[config.mk]
export PLATFORM = sky130hd
export DESIGN_NAME = hyp80_sqrt_cell
export DESIGN_NICKNAME = d
export VERILOG_FILES = /design/src/rtl/core/hyp80_pkg.sv /design/src/rtl/core/hyp80_sqrt_cell.sv
export SDC_FILE = /design/constraint.sdc
export NUM_CORES = 1
export LEC_CHECK = 0
export BUFFER_PORTS_ARGS = -buffer_cell sky130_fd_sc_hd__clkbuf_2
export CAP_MARGIN = 5
export CORE_AREA = 5 5 368 370
export CTS_BUF_LIST = sky130_fd_sc_hd__clkbuf_4 sky130_fd_sc_hd__clkbuf_8
export DETAILED_ROUTE_END_ITERATION = 8
export DIE_AREA = 0 0 373 375
export GPL_TIMING_DRIVEN = 0
export HOLD_SLACK_MARGIN = 0.15
export SYNTH_ARGS = -nofsm -noshare
export SYNTH_HDL_FRONTEND = slang
export SYNTH_SLANG_ARGS = --single-unit
[constraint.sdc]
create_clock -name clk -period 3.3 [get_ports clk]
set_input_delay 0.165 -clock clk [delete_from_list [all_inputs] [get_ports clk]]
set_output_delay 0.165 -clock clk [all_outputs]
set_load 0.005 [all_outputs]
[src/rtl/core/hyp80_pkg.sv]
// Shared types and constants for the binary80 hypotenuse core.
// No dependencies; every other file in rtl/core except hyp80_checker imports this package.
package hyp80_pkg;

  localparam logic [14:0]  EXP_ALL  = 15'h7fff;
  localparam logic [63:0]  TOP_BIT  = 64'h8000_0000_0000_0000;
  localparam logic [63:0]  QUIET    = 64'h4000_0000_0000_0000;
  localparam int           SQRT_STEPS = 64;

  typedef enum logic [1:0] {
    RM_NEAREST = 2'd0,
    RM_DOWN    = 2'd1,
    RM_UP      = 2'd2,
    RM_ZERO    = 2'd3
  } rmode_t;

  // Everything an item carries beside the square root datapath.
  typedef struct packed {
    logic          special;  // NaN or infinity result, fully formed in sig/ex/sign
    logic          direct;   // finite result decided without the square root
    logic          chk32;    // direct, nearest mode, exponent gap of exactly 32
    logic          d_up;
    logic          d_inx;
    logic [63:0]   sig;
    logic [15:0]   ex;
    logic          sign;
    logic          inv;
    rmode_t        rmode;
    logic [127:0]  frac;     // bits of the radicand below the integer part
  } side_t;

  // Normalized operands, larger magnitude first.
  typedef struct packed {
    logic [63:0]         ms;
    logic [63:0]         ns;
    logic signed [16:0]  me;
    logic [4:0]          gap;
  } op_t;

endpackage

[src/rtl/core/hyp80_sqrt_cell.sv]
// One step of the restoring square root: takes the next radicand bit pair,
// produces one root bit and hands the partial state on. Uses hyp80_pkg.
module hyp80_sqrt_cell (
  input  logic                 clk,
  input  logic                 rst_n,
  input  logic                 in_v,
  input  logic [127:0]         in_rad,
  input  logic [65:0]          in_acc,
  input  logic [63:0]          in_q,
  input  hyp80_pkg::side_t     in_side,
  output logic                 v_r,
  output logic [127:0]         rad_r,
  output logic [65:0]          acc_r,
  output logic [63:0]          q_r,
  output hyp80_pkg::side_t     side_r
);
  import hyp80_pkg::*;

  logic [67:0] accx, trial, diff;
  logic        ge;

  always_comb begin
    accx  = {in_acc, in_rad[127:126]};
    trial = {2'b00, in_q, 2'b01};
    ge    = (accx >= trial);
    diff  = accx - trial;
  end

  always_ff @(posedge clk) begin
    if (!rst_n) begin
      v_r <= 1'b0;
    end else begin
      v_r <= in_v;
    end
  end

  always_ff @(posedge clk) begin
    rad_r  <= {in_rad[125:0], 2'b00};
    acc_r  <= ge ? diff[65:0] : accx[65:0];
    q_r    <= {in_q[62:0], ge};
    side_r <= in_side;
  end

endmodule

==> metrics.txt <==
largest area contributor in the netlist=dfxtp_1; Final Wtd Congestion=0.7912; Slew Limit Headroom=about two fifths; Total GRT Usage=17.90%; Max Cap Violations=0; Post-synth EDFFs=0; Util after Layout=24.47%; Min Hold Slack=-0.4850 ns; I/O Pins=954; Crit Path Class=in2reg; first-pass GRT wire length=167.6 mm; largest net degree at the start of global routing=17; PwrDens=517.2 nW/um^2; post-synthesis adder-cell area fraction=5.619%; Reg clk slew, reported paths=0.07 ns; WP data arrival=just under 4 ns; Post-Synth XOR/XNOR Area=under 10%; CP Data Required Time=3.93 ns; WL final=130.3 mm; DRC=0; Compound-Gate Fraction of Synth Area=roughly a tenth; period utilization=99.74%; max-slew violations=0; status=complete, but fails checks; Post-synth top cells=dfxtp_1, a21oi_1, inv_1, nand2_1, ha_1; failing checks=hold timing; Synth Area in Simple Gates=7.424%; Cells after DPL=3963; Final Instance Count excl. Fillers=5001; TritonCTS Buffers=96; largest family of logic cells by synthesized area=compound AO/OA/AOI/OAI gates; Post-Place Cell Area=about 22000 um^2; TritonRoute pass-1 iters=5; Root Driver=clkbuf_8; Post-synth ARST share=0%; Synth top area share=64.57%; initial antenna violation count=88; Yosys warning total=0; clock sink count=474; vias in the first global route=18430; Synth Instances=1242; H-tree Lvls=3; Routed WL per cell=26.06 um; Final HPWL DP=109.0 mm; Final Critical Period=3.291 ns; mux share of post-synthesis cell area=under 10%; CP endpoint kind=flip-flop; CTS tree=built; Leakage=between 15 and 20 nW; DR vias/cell=roughly 3.5; most common cell in the netlist=dfxtp_1; Buffers on Ports=951; Final setup viols=0; synthesized area=roughly 15000 um^2; VDD IR-drop max=0.0002942 V; via count=17530; Starting Density=11.11%; power after layout=between 15 and 20 mW; Worst-Margin Slew=0.8764 ns; die area=139900 um^2; CP startpoint kind=input port; commonest register cell after synthesis=dfxtp_1; Yosys cell types=65; Iter 0 DRT Violations=between 600 and 700; FP Rows=134; core area=132300 um^2; fmax=approximately 300 MHz; Area growth, synth to finish=120.3%; final net count=roughly 3700; share of layout cells above drive strength 1=37.64%; post-synthesis sequential area ratio=64.57%; final hold vios=53; Avg Cell Area, Syn=11.83 um^2; Area contributors post-synth=dfxtp_1, ha_1, a21oi_1, mux2_2, xnor2_1; die width=373 um; Yosys reg bits=roughly 470; RSZ-0062 raised after global routing=no; worst-path fanout max=10; Final Cell Area=~32000 um^2; Die H=375 um; Detail Route Antenna Nets=0; total gr overflow=0; worst min-delay path class=in2reg; Bufs on Longest Clock Path=3
path summary, 6_finish.rpt:
kind     start   endpoint  slack (ns)  cells past startpoint
max   in_q[36]  acc_r[53]       0.009                     13
min    in_q[2]     q_r[3]       -0.49                      1
worst max-delay path: stages:
cell and delay [ns]:
clkbuf_2 0.15, inv_1 0.12, ha_1 0.28, buf_2 0.21
nand4_2 0.18, or4_1 0.59, or4_4 0.57, o211a_4 0.32
a31oi_4 0.27, a2bb2oi_4 0.26, buf_12 0.20, buf_8 0.15
mux2_1 0.41
repair_timing:
item	in CTS	in global routing
endpoints found under the hold margin	473	66
pin swaps	1	1
resized for setup	10	12
endpoints found under the setup margin	66	58
setup buffers	2	0
hold buffers	809	25
metal layers:
metal / wire [um] / GRT usage, % / part of all wire (%)
met1: 52190 / 20.56 / 40
met2: 59050 / 29.03 / 45
met5: 264 / 0 / 0.20
met4: 3798 / 5.124 / 2.9
met3: 14990 / 9.400 / 12
area by class of cell:
type / instances / area [um^2]
fill: 14310 / 99910
timing repair buffer: 1788 / 13150
sequential: 474 / 9489
multi-input combinational: 658 / 4778
tap: 1768 / 2212
clock buffer: 144 / 1826
clock inverter: 30 / 352.8
inverter: 78 / 292.8
buffer: 32 / 200.2
antenna: 29 / 72.57
placed cells by master, fill, tap and decap left out, drive strengths merged, types with 4 or more instances in the layout:
master       count
nor2            50
ha              66
o21a             7
diode           29
a31o             4
clkbuf        1112
mux2            63
inv             85
nor4             8
buf             18
clkinv          16
nand2b           7
a21o            31
and3             7
nor3            22
and2             4
bufinv           5
o21bai          13
nand2           69
xor2            22
a21oi           87
dfxtp          474
a211oi           4
nand4           17
or4              5
o211ai           7
nor2b            7
xnor2           35
a31oi           10
dlygate4sd3    834
o21ai           47
nand3           19
state kept, by name, summed over array words and instances, names as in the netlist:
register,flops
acc_r,66
side_r,217
q_r,64
rad_r,126
v_r,1
stage by stage:
| step | TNS, ns | setup WS [ns] |
|---|---|---|
| floorplan | 0 | 0.02628 |
| global placement | -104.39 | -1.829 |
| detailed placement | -74.77 | -1.376 |
| CTS | 0 | 0.008018 |
| global route | 0 | 0.01363 |
| finish | 0 | 0.008543 |
logic make-up (layout without fill, tap and decap cells):
logic type,Yosys count,in the layout
other,1,31
muxes,66,66
AOI/OAI and AO/OA,242,242
xor gates and xnor gates,57,57
buffers and inverters,111,2072
DFF,474,474
adders and majority gates,66,66
and+or+nand+nor,225,225
report_power, final:
part | internal, mW | total [mW] | switching, mW
sequential | 6.19 | 6.33 | 0.142
combinational | 1.65 | 3.39 | 1.73
clock | 3.98 | 7.02 | 3.04
total | 11.8 | 16.7 | 4.91
No activity file was read; power rests on OpenSTA's default activity.
