File: src/rtl/core/hyp80_pkg.sv
// Shared types and constants for the binary80 hypotenuse core.
// No dependencies; every other file in rtl/core except hyp80_checker imports this package.
package hyp80_pkg;

  localparam logic [14:0]  EXP_ALL  = 15'h7fff;
  localparam logic [63:0]  TOP_BIT  = 64'h8000_0000_0000_0000;
  localparam logic [63:0]  QUIET    = 64'h4000_0000_0000_0000;
  localparam int           SQRT_STEPS = 64;

  typedef enum logic [1:0] {
    RM_NEAREST = 2'd0,
    RM_DOWN    = 2'd1,
    RM_UP      = 2'd2,
    RM_ZERO    = 2'd3
  } rmode_t;

  // Everything an item carries beside the square root datapath.
  typedef struct packed {
    logic          special;  // NaN or infinity result, fully formed in sig/ex/sign
    logic          direct;   // finite result decided without the square root
    logic          chk32;    // direct, nearest mode, exponent gap of exactly 32
    logic          d_up;
    logic          d_inx;
    logic [63:0]   sig;
    logic [15:0]   ex;
    logic          sign;
    logic          inv;
    rmode_t        rmode;
    logic [127:0]  frac;     // bits of the radicand below the integer part
  } side_t;

  // Normalized operands, larger magnitude first.
  typedef struct packed {
    logic [63:0]         ms;
    logic [63:0]         ns;
    logic signed [16:0]  me;
    logic [4:0]          gap;
  } op_t;

endpackage

File: src/rtl/core/hyp80_round.sv
// Rounding decision from root, remainder and fraction, then increment,
// canonical exponent and overflow handling into the result register.
// Uses hyp80_pkg.
module hyp80_round (
  input  logic                 clk,
  input  logic                 rst_n,
  input  logic                 in_v,
  input  logic [63:0]          root,
  input  logic [65:0]          rest,
  input  hyp80_pkg::side_t     in_side,
  output logic                 out_v_r,
  output logic [63:0]          sig_r,
  output logic [14:0]          ex_r,
  output logic                 sign_r,
  output logic                 inx_r,
  output logic                 ovf_r,
  output logic                 inv_r
);
  import hyp80_pkg::*;

  logic        v1_r, spec1_r, up1_r, inx1_r, sign1_r, inv1_r;
  logic [63:0] sig1_r;
  logic [15:0] ex1_r;
  rmode_t      rm1_r;

  logic        c_gt, c_eq, f_gt, f_eq, whole, up_sq, up_nxt, inx_nxt;
  logic [64:0] inc;
  logic [63:0] fsig;
  logic [15:0] fex;

  always_comb begin
    c_gt  = rest > {2'b00, root};
    c_eq  = rest == {2'b00, root};
    f_gt  = in_side.frac > {QUIET, 64'd0};
    f_eq  = in_side.frac == {QUIET, 64'd0};
    whole = (rest == 66'd0) && (in_side.frac == 128'd0);
    unique case (in_side.rmode)
      RM_NEAREST: up_sq = c_gt || (c_eq && (f_gt || (f_eq && root[0])));
      RM_UP:      up_sq = !whole;
      RM_DOWN:    up_sq = 1'b0;
      RM_ZERO:    up_sq = 1'b0;
    endcase
    up_nxt  = in_side.direct ? in_side.d_up : up_sq;
    inx_nxt = in_side.direct ? in_side.d_inx : !whole;
  end

  always_ff @(posedge clk) begin
    if (!rst_n) begin
      v1_r    <= 1'b0;
      out_v_r <= 1'b0;
    end else begin
      v1_r    <= in_v;
      out_v_r <= v1_r;
    end
  end

  always_ff @(posedge clk) begin
    spec1_r <= in_side.special;
    sig1_r  <= (in_side.special || in_side.direct) ? in_side.sig : root;
    ex1_r   <= in_side.ex;
    sign1_r <= in_side.sign;
    inv1_r  <= in_side.inv;
    up1_r   <= up_nxt && !in_side.special;
    inx1_r  <= inx_nxt && !in_side.special;
    rm1_r   <= in_side.rmode;
  end

  always_comb begin
    inc  = {1'b0, sig1_r} + {64'd0, up1_r};
    fsig = sig1_r;
    fex  = ex1_r;
    if (up1_r) begin
      fsig = inc[63:0];
      if (inc[64]) begin
        fsig = TOP_BIT;
        fex  = ex1_r + 16'd1;
      end else if (ex1_r == 16'd0 && inc[63]) begin
        // A subnormal that rounds up to the smallest normal.
        fex = 16'd1;
      end
    end
  end

  always_ff @(posedge clk) begin
    if (spec1_r) begin
      sig_r  <= sig1_r;
      ex_r   <= ex1_r[14:0];
      sign_r <= sign1_r;
      inx_r  <= 1'b0;
      ovf_r  <= 1'b0;
      inv_r  <= inv1_r;
    end else if (fex >= {1'b0, EXP_ALL}) begin
      if (rm1_r == RM_NEAREST || rm1_r == RM_UP) begin
        sig_r <= TOP_BIT;
        ex_r  <= EXP_ALL;
      end else begin
        sig_r <= '1;
        ex_r  <= EXP_ALL - 15'd1;
      end
      sign_r <= 1'b0;
      inx_r  <= 1'b1;
      ovf_r  <= 1'b1;
      inv_r  <= 1'b0;
    end else begin
      sig_r  <= fsig;
      ex_r   <= fex[14:0];
      sign_r <= 1'b0;
      inx_r  <= inx1_r;
      ovf_r  <= 1'b0;
      inv_r  <= 1'b0;
    end
  end

endmodule

File: config.mk
export PLATFORM = sky130hd
export DESIGN_NAME = hyp80_round
export DESIGN_NICKNAME = d
export VERILOG_FILES = /design/src/rtl/core/hyp80_pkg.sv /design/src/rtl/core/hyp80_round.sv
export SDC_FILE = /design/constraint.sdc
export NUM_CORES = 1
export LEC_CHECK = 0
export ABC_CLOCK_PERIOD_IN_PS = 4700
export BUFFER_PORTS_ARGS = -buffer_cell sky130_fd_sc_hd__buf_2
export CAP_MARGIN = 40
export CORE_MARGIN = 3
export CORE_UTILIZATION = 35
export CTS_CLUSTER_DIAMETER = 120
export DETAILED_ROUTE_END_ITERATION = 7
export GPL_ROUTABILITY_DRIVEN = 0
export GPL_TIMING_DRIVEN = 0
export SYNTH_ARGS = -nofsm -noshare
export SYNTH_HDL_FRONTEND = slang
export SYNTH_SLANG_ARGS = --single-unit
File: constraint.sdc
create_clock -name clk -period 4.7 [get_ports clk]
set_clock_uncertainty 0.1 [all_clocks]
set_input_delay 0.94 -clock clk [delete_from_list [all_inputs] [get_ports clk]]
set_output_delay 0.94 -clock clk [all_outputs]
set_load 0.02 [all_outputs]
==> flow_summary.json <==
{
  "status": "finished, violations left",
  "violations": "DRC",
  "path_cells": "ha_1 > ha_1 > nand2_1 > or4_1 > or3_4 > or3_4 > nor3_1 > o221a_2 > nand4_4 > nand2_1 > buf_2 > a21oi_1 > a211oi_1",
  "worst_slack_ns": 0.1624,
  "grt-ovfl-total": 0,
  "timing.final.crit_share": 0.9654,
  "p_int_mw": 2.755,
  "placed_area_sq_um": 12830,
  "top_level_ports": 434,
  "rows": 61,
  "ir_drop_v": 0.0002180,
  "leakagePower_nw": 6.317,
  "grt_max_degree": 17,
  "dieArea_sq_um": 31140,
  "post-cts-setup-buffer-count": 0,
  "synth_nets": 1607,
  "cts_tree": "done",
  "tightest_slew_ns": 0.8683,
  "cts_buffers": 17,
  "wirelength_um": 45840,
  "crit_path_start_kind": "flop",
  "r2r_slack_ns": 0.16,
  "r2r_start": "sig1_r[0]$_DFF_P_",
  "maxSlewHeadroom": 0.4158,
  "worstHoldStart": "v1_r$_SDFF_PN0_",
  "cts_buffer_depth": 2,
  "yosysWarnings": 0,
  "grt_pass1_wl_um": 66210,
  "clk_latency_ns": 0.43,
  "antenna_left": 0,
  "postLayoutCellArea_sq_um": 13450,
  "grt_usage": 0.2829,
  "path_class": "reg2reg",
  "initial_core_util": 0.3601,
  "die_h_um": 176.5,
  "required_ns": 4.88,
  "slowest_stage": "or4_1",
  "hold_class": "reg2reg",
  "dp_hpwl_um": 38640,
  "clk_pin_slew_ns": 0.07,
  "synth_cells": 1189,
  "synth_edf_count": 0,
  "h-tree-depth": 4,
  "antenna_found_initial": 5,
  "grt_setup_unrepaired": "no",
  "clock_sinks": 171,
  "worst_r2r_endpoint": "sig_r[43]$_DFF_P_",
  "holdPathEnd": "out_v_r$_SDFF_PN0_",
  "cts_root_buf": "clkbuf_16",
  "pwr-share-clk": 0.360,
  "place_inst": 2002,
  "die_x_um": 176.5,
  "p_switching_mw": 1.202,
  "pwr-share-comb": 0.213,
  "r2r_cells": 13,
  "critPathMaxFanout": 10,
  "end_kind": "flop",
  "io_buffer_count": 432,
  "cp.arrival_ns": 4.72,
  "initialDrtViolationCount": 1039,
  "fin_cells": 2037,
  "synth_seq_cells": 171,
  "grt_pass1_vias": 10940,
  "vias": 11530,
  "async_reset_ff_frac": 0,
  "final_nets": 2061,
  "swShare": 0.3036,
  "synthFlopType": "dfxtp_1",
  "drc": 4,
  "p_per_area_nw_per_um2": 294.1,
  "syn_avg_cell_area_sq_um": 8.553,
  "final_util": 0.4764,
  "place_ws_ns": -0.001639,
  "finalCriticalPeriod_ns": 4.538,
  "avgRoutedWirePerCell_um": 22.50,
  "synthDistinctLibCells": 75,
  "finalHoldViolCount": 0,
  "cap_violations": 0,
  "viasPerCell": 5.659,
  "areaGrowthSynthToFinish_pct": 32.28,
  "slew_violations": 0,
  "mostFrequentLayoutCells": "buf_2 (442), dfxtp_1 (170), nand2_1 (87)",
  "layout_commonest_cell": "buf_2",
  "timing.fmax_mhz": 220.4,
  "hold_slack_ns": 0.3242,
  "drive_gt1_frac": 0.3599,
  "drtPass1Iterations": 8,
  "min_path_cells": 1,
  "ys_seq_area_frac": 0.3366,
  "coreArea_sq_um": 28240,
  "setup_viol": 0,
  "syn_area_sq_um": 10170,
  "crit_path_max_incr_delay_ns": 0.62,
  "p_seq_frac": 0.427
}
area by class of cell:
cell class,count,area [sq um]
fill,2845,14790
multi-input combinational,882,6145
sequential,171,3425
timing repair buffer,435,2190
tap,378,473.0
clock buffer,20,456.7
inverter,84,315.3
buffer,52,304.0
clock inverter,12,137.6
antenna,3,7.507
worst max path at each step:
stage,to,depth (start not counted),start
CTS,sig_r[49]$_DFF_P_,13,up1_r$_DFF_P_
detailed placement,sig_r[40]$_DFF_P_,13,up1_r$_DFF_P_
global route,sig_r[39]$_DFF_P_,13,up1_r$_DFF_P_
global placement,sig_r[40]$_DFF_P_,13,up1_r$_DFF_P_
floorplan,sig_r[56]$_DFF_P_,14,up1_r$_DFF_P_
finish,sig_r[43]$_DFF_P_,13,sig1_r[0]$_DFF_P_
cell usage after synthesis (11+ instances only):
cell      number  area (sq um)
and3_1        21         131.4
a31oi_1       11         68.82
nand2_1       87         326.6
or3_1         35         219.0
a21oi_1       74         370.4
a21o_1        32         240.2
or4_1         20         150.1
nor2_1        55         206.5
nor3_1        29         145.1
inv_1         83         311.6
a211o_1       33         289.0
dfxtp_1      171          3423
clkbuf_1      29         108.9
ha_1          68         850.8
nand3_1       60         300.3
nand4_1       68         425.4
nor4_1        66         412.9
mux2_2        64         720.7
o21ai_0       30         150.1
through the flow:
step,power (mW),setup TNS [ns]
3_3_place_gp,2.541,-0.03099
5_1_grt,4.112,0
4_1_cts,3.966,0
2_1_floorplan,2.122,0
3_5_place_dp,2.550,-0.001639
6_report,3.957,0
worst max-delay path: cells and delay by family, from the launching register on:
family,cells,cell delay [ns]
AO/OA/AOI/OAI,3,0.85
adder cells (fa/ha/maj),2,0.53
flip-flops,1,0.41
buffers and inverters,1,0.31
AND/OR/NAND/NOR,7,2.17
power by group through the flow:
stage               Combinational [mW]  Sequential, mW  Clock (mW)
floorplan                        0.357            1.77           0
global placement                 0.825            1.72           0
detailed placement               0.834            1.72           0
CTS                              0.838            1.68        1.44
global route                     0.913            1.70        1.50
finish                           0.842            1.69        1.43
flip-flops by register name (all words and copies together) (netlist names):
signal	flops
sign1_r	1
inx_r	1
inx1_r	1
sig_r	64
ovf_r	1
up1_r	1
ex_r	15
ex1_r	16
inv_r	1
spec1_r	1
v1_r	1
sig1_r	64
inv1_r	1
rm1_r	1
sign_r	1
out_v_r	1
what timing repair did:
item,4_1_cts,5_1_grt
hold buffers,0,0
gates resized for setup,1,7
endpoints found under the hold margin,0,0
pin swaps,0,1
setup endpoints to repair,1,22
layer usage:
layer / track usage / share of wire / vias up / wire [um]
li1: - / - / 5411 / -
met1: 0.3404 / 0.38 / 5387 / 17610
met2: 0.4928 / 0.50 / 628 / 22760
met3: 0.05054 / 0.076 / 97 / 3470
met4: 0.1250 / 0.043 / 4 / 1979
met5: 0 / 0.00046 / - / 21
kinds of logic (layout without fill, tap and decap cells):
family / count (synthesis) / after routing / synth area share
muxes: 65 / 65 / 0.07185
DFF: 171 / 171 / 0.3366
adders and majority gates: 68 / 68 / 0.08366
AOI/OAI and AO/OA: 249 / 249 / 0.1693
xor gates and xnor gates: 5 / 5 / 0.005044
other: 0 / 3 / 0
buffers and inverters: 136 / 603 / 0.06078
and+or+nand+nor: 495 / 495 / 0.2728
(Power assumes the default switching activity.)
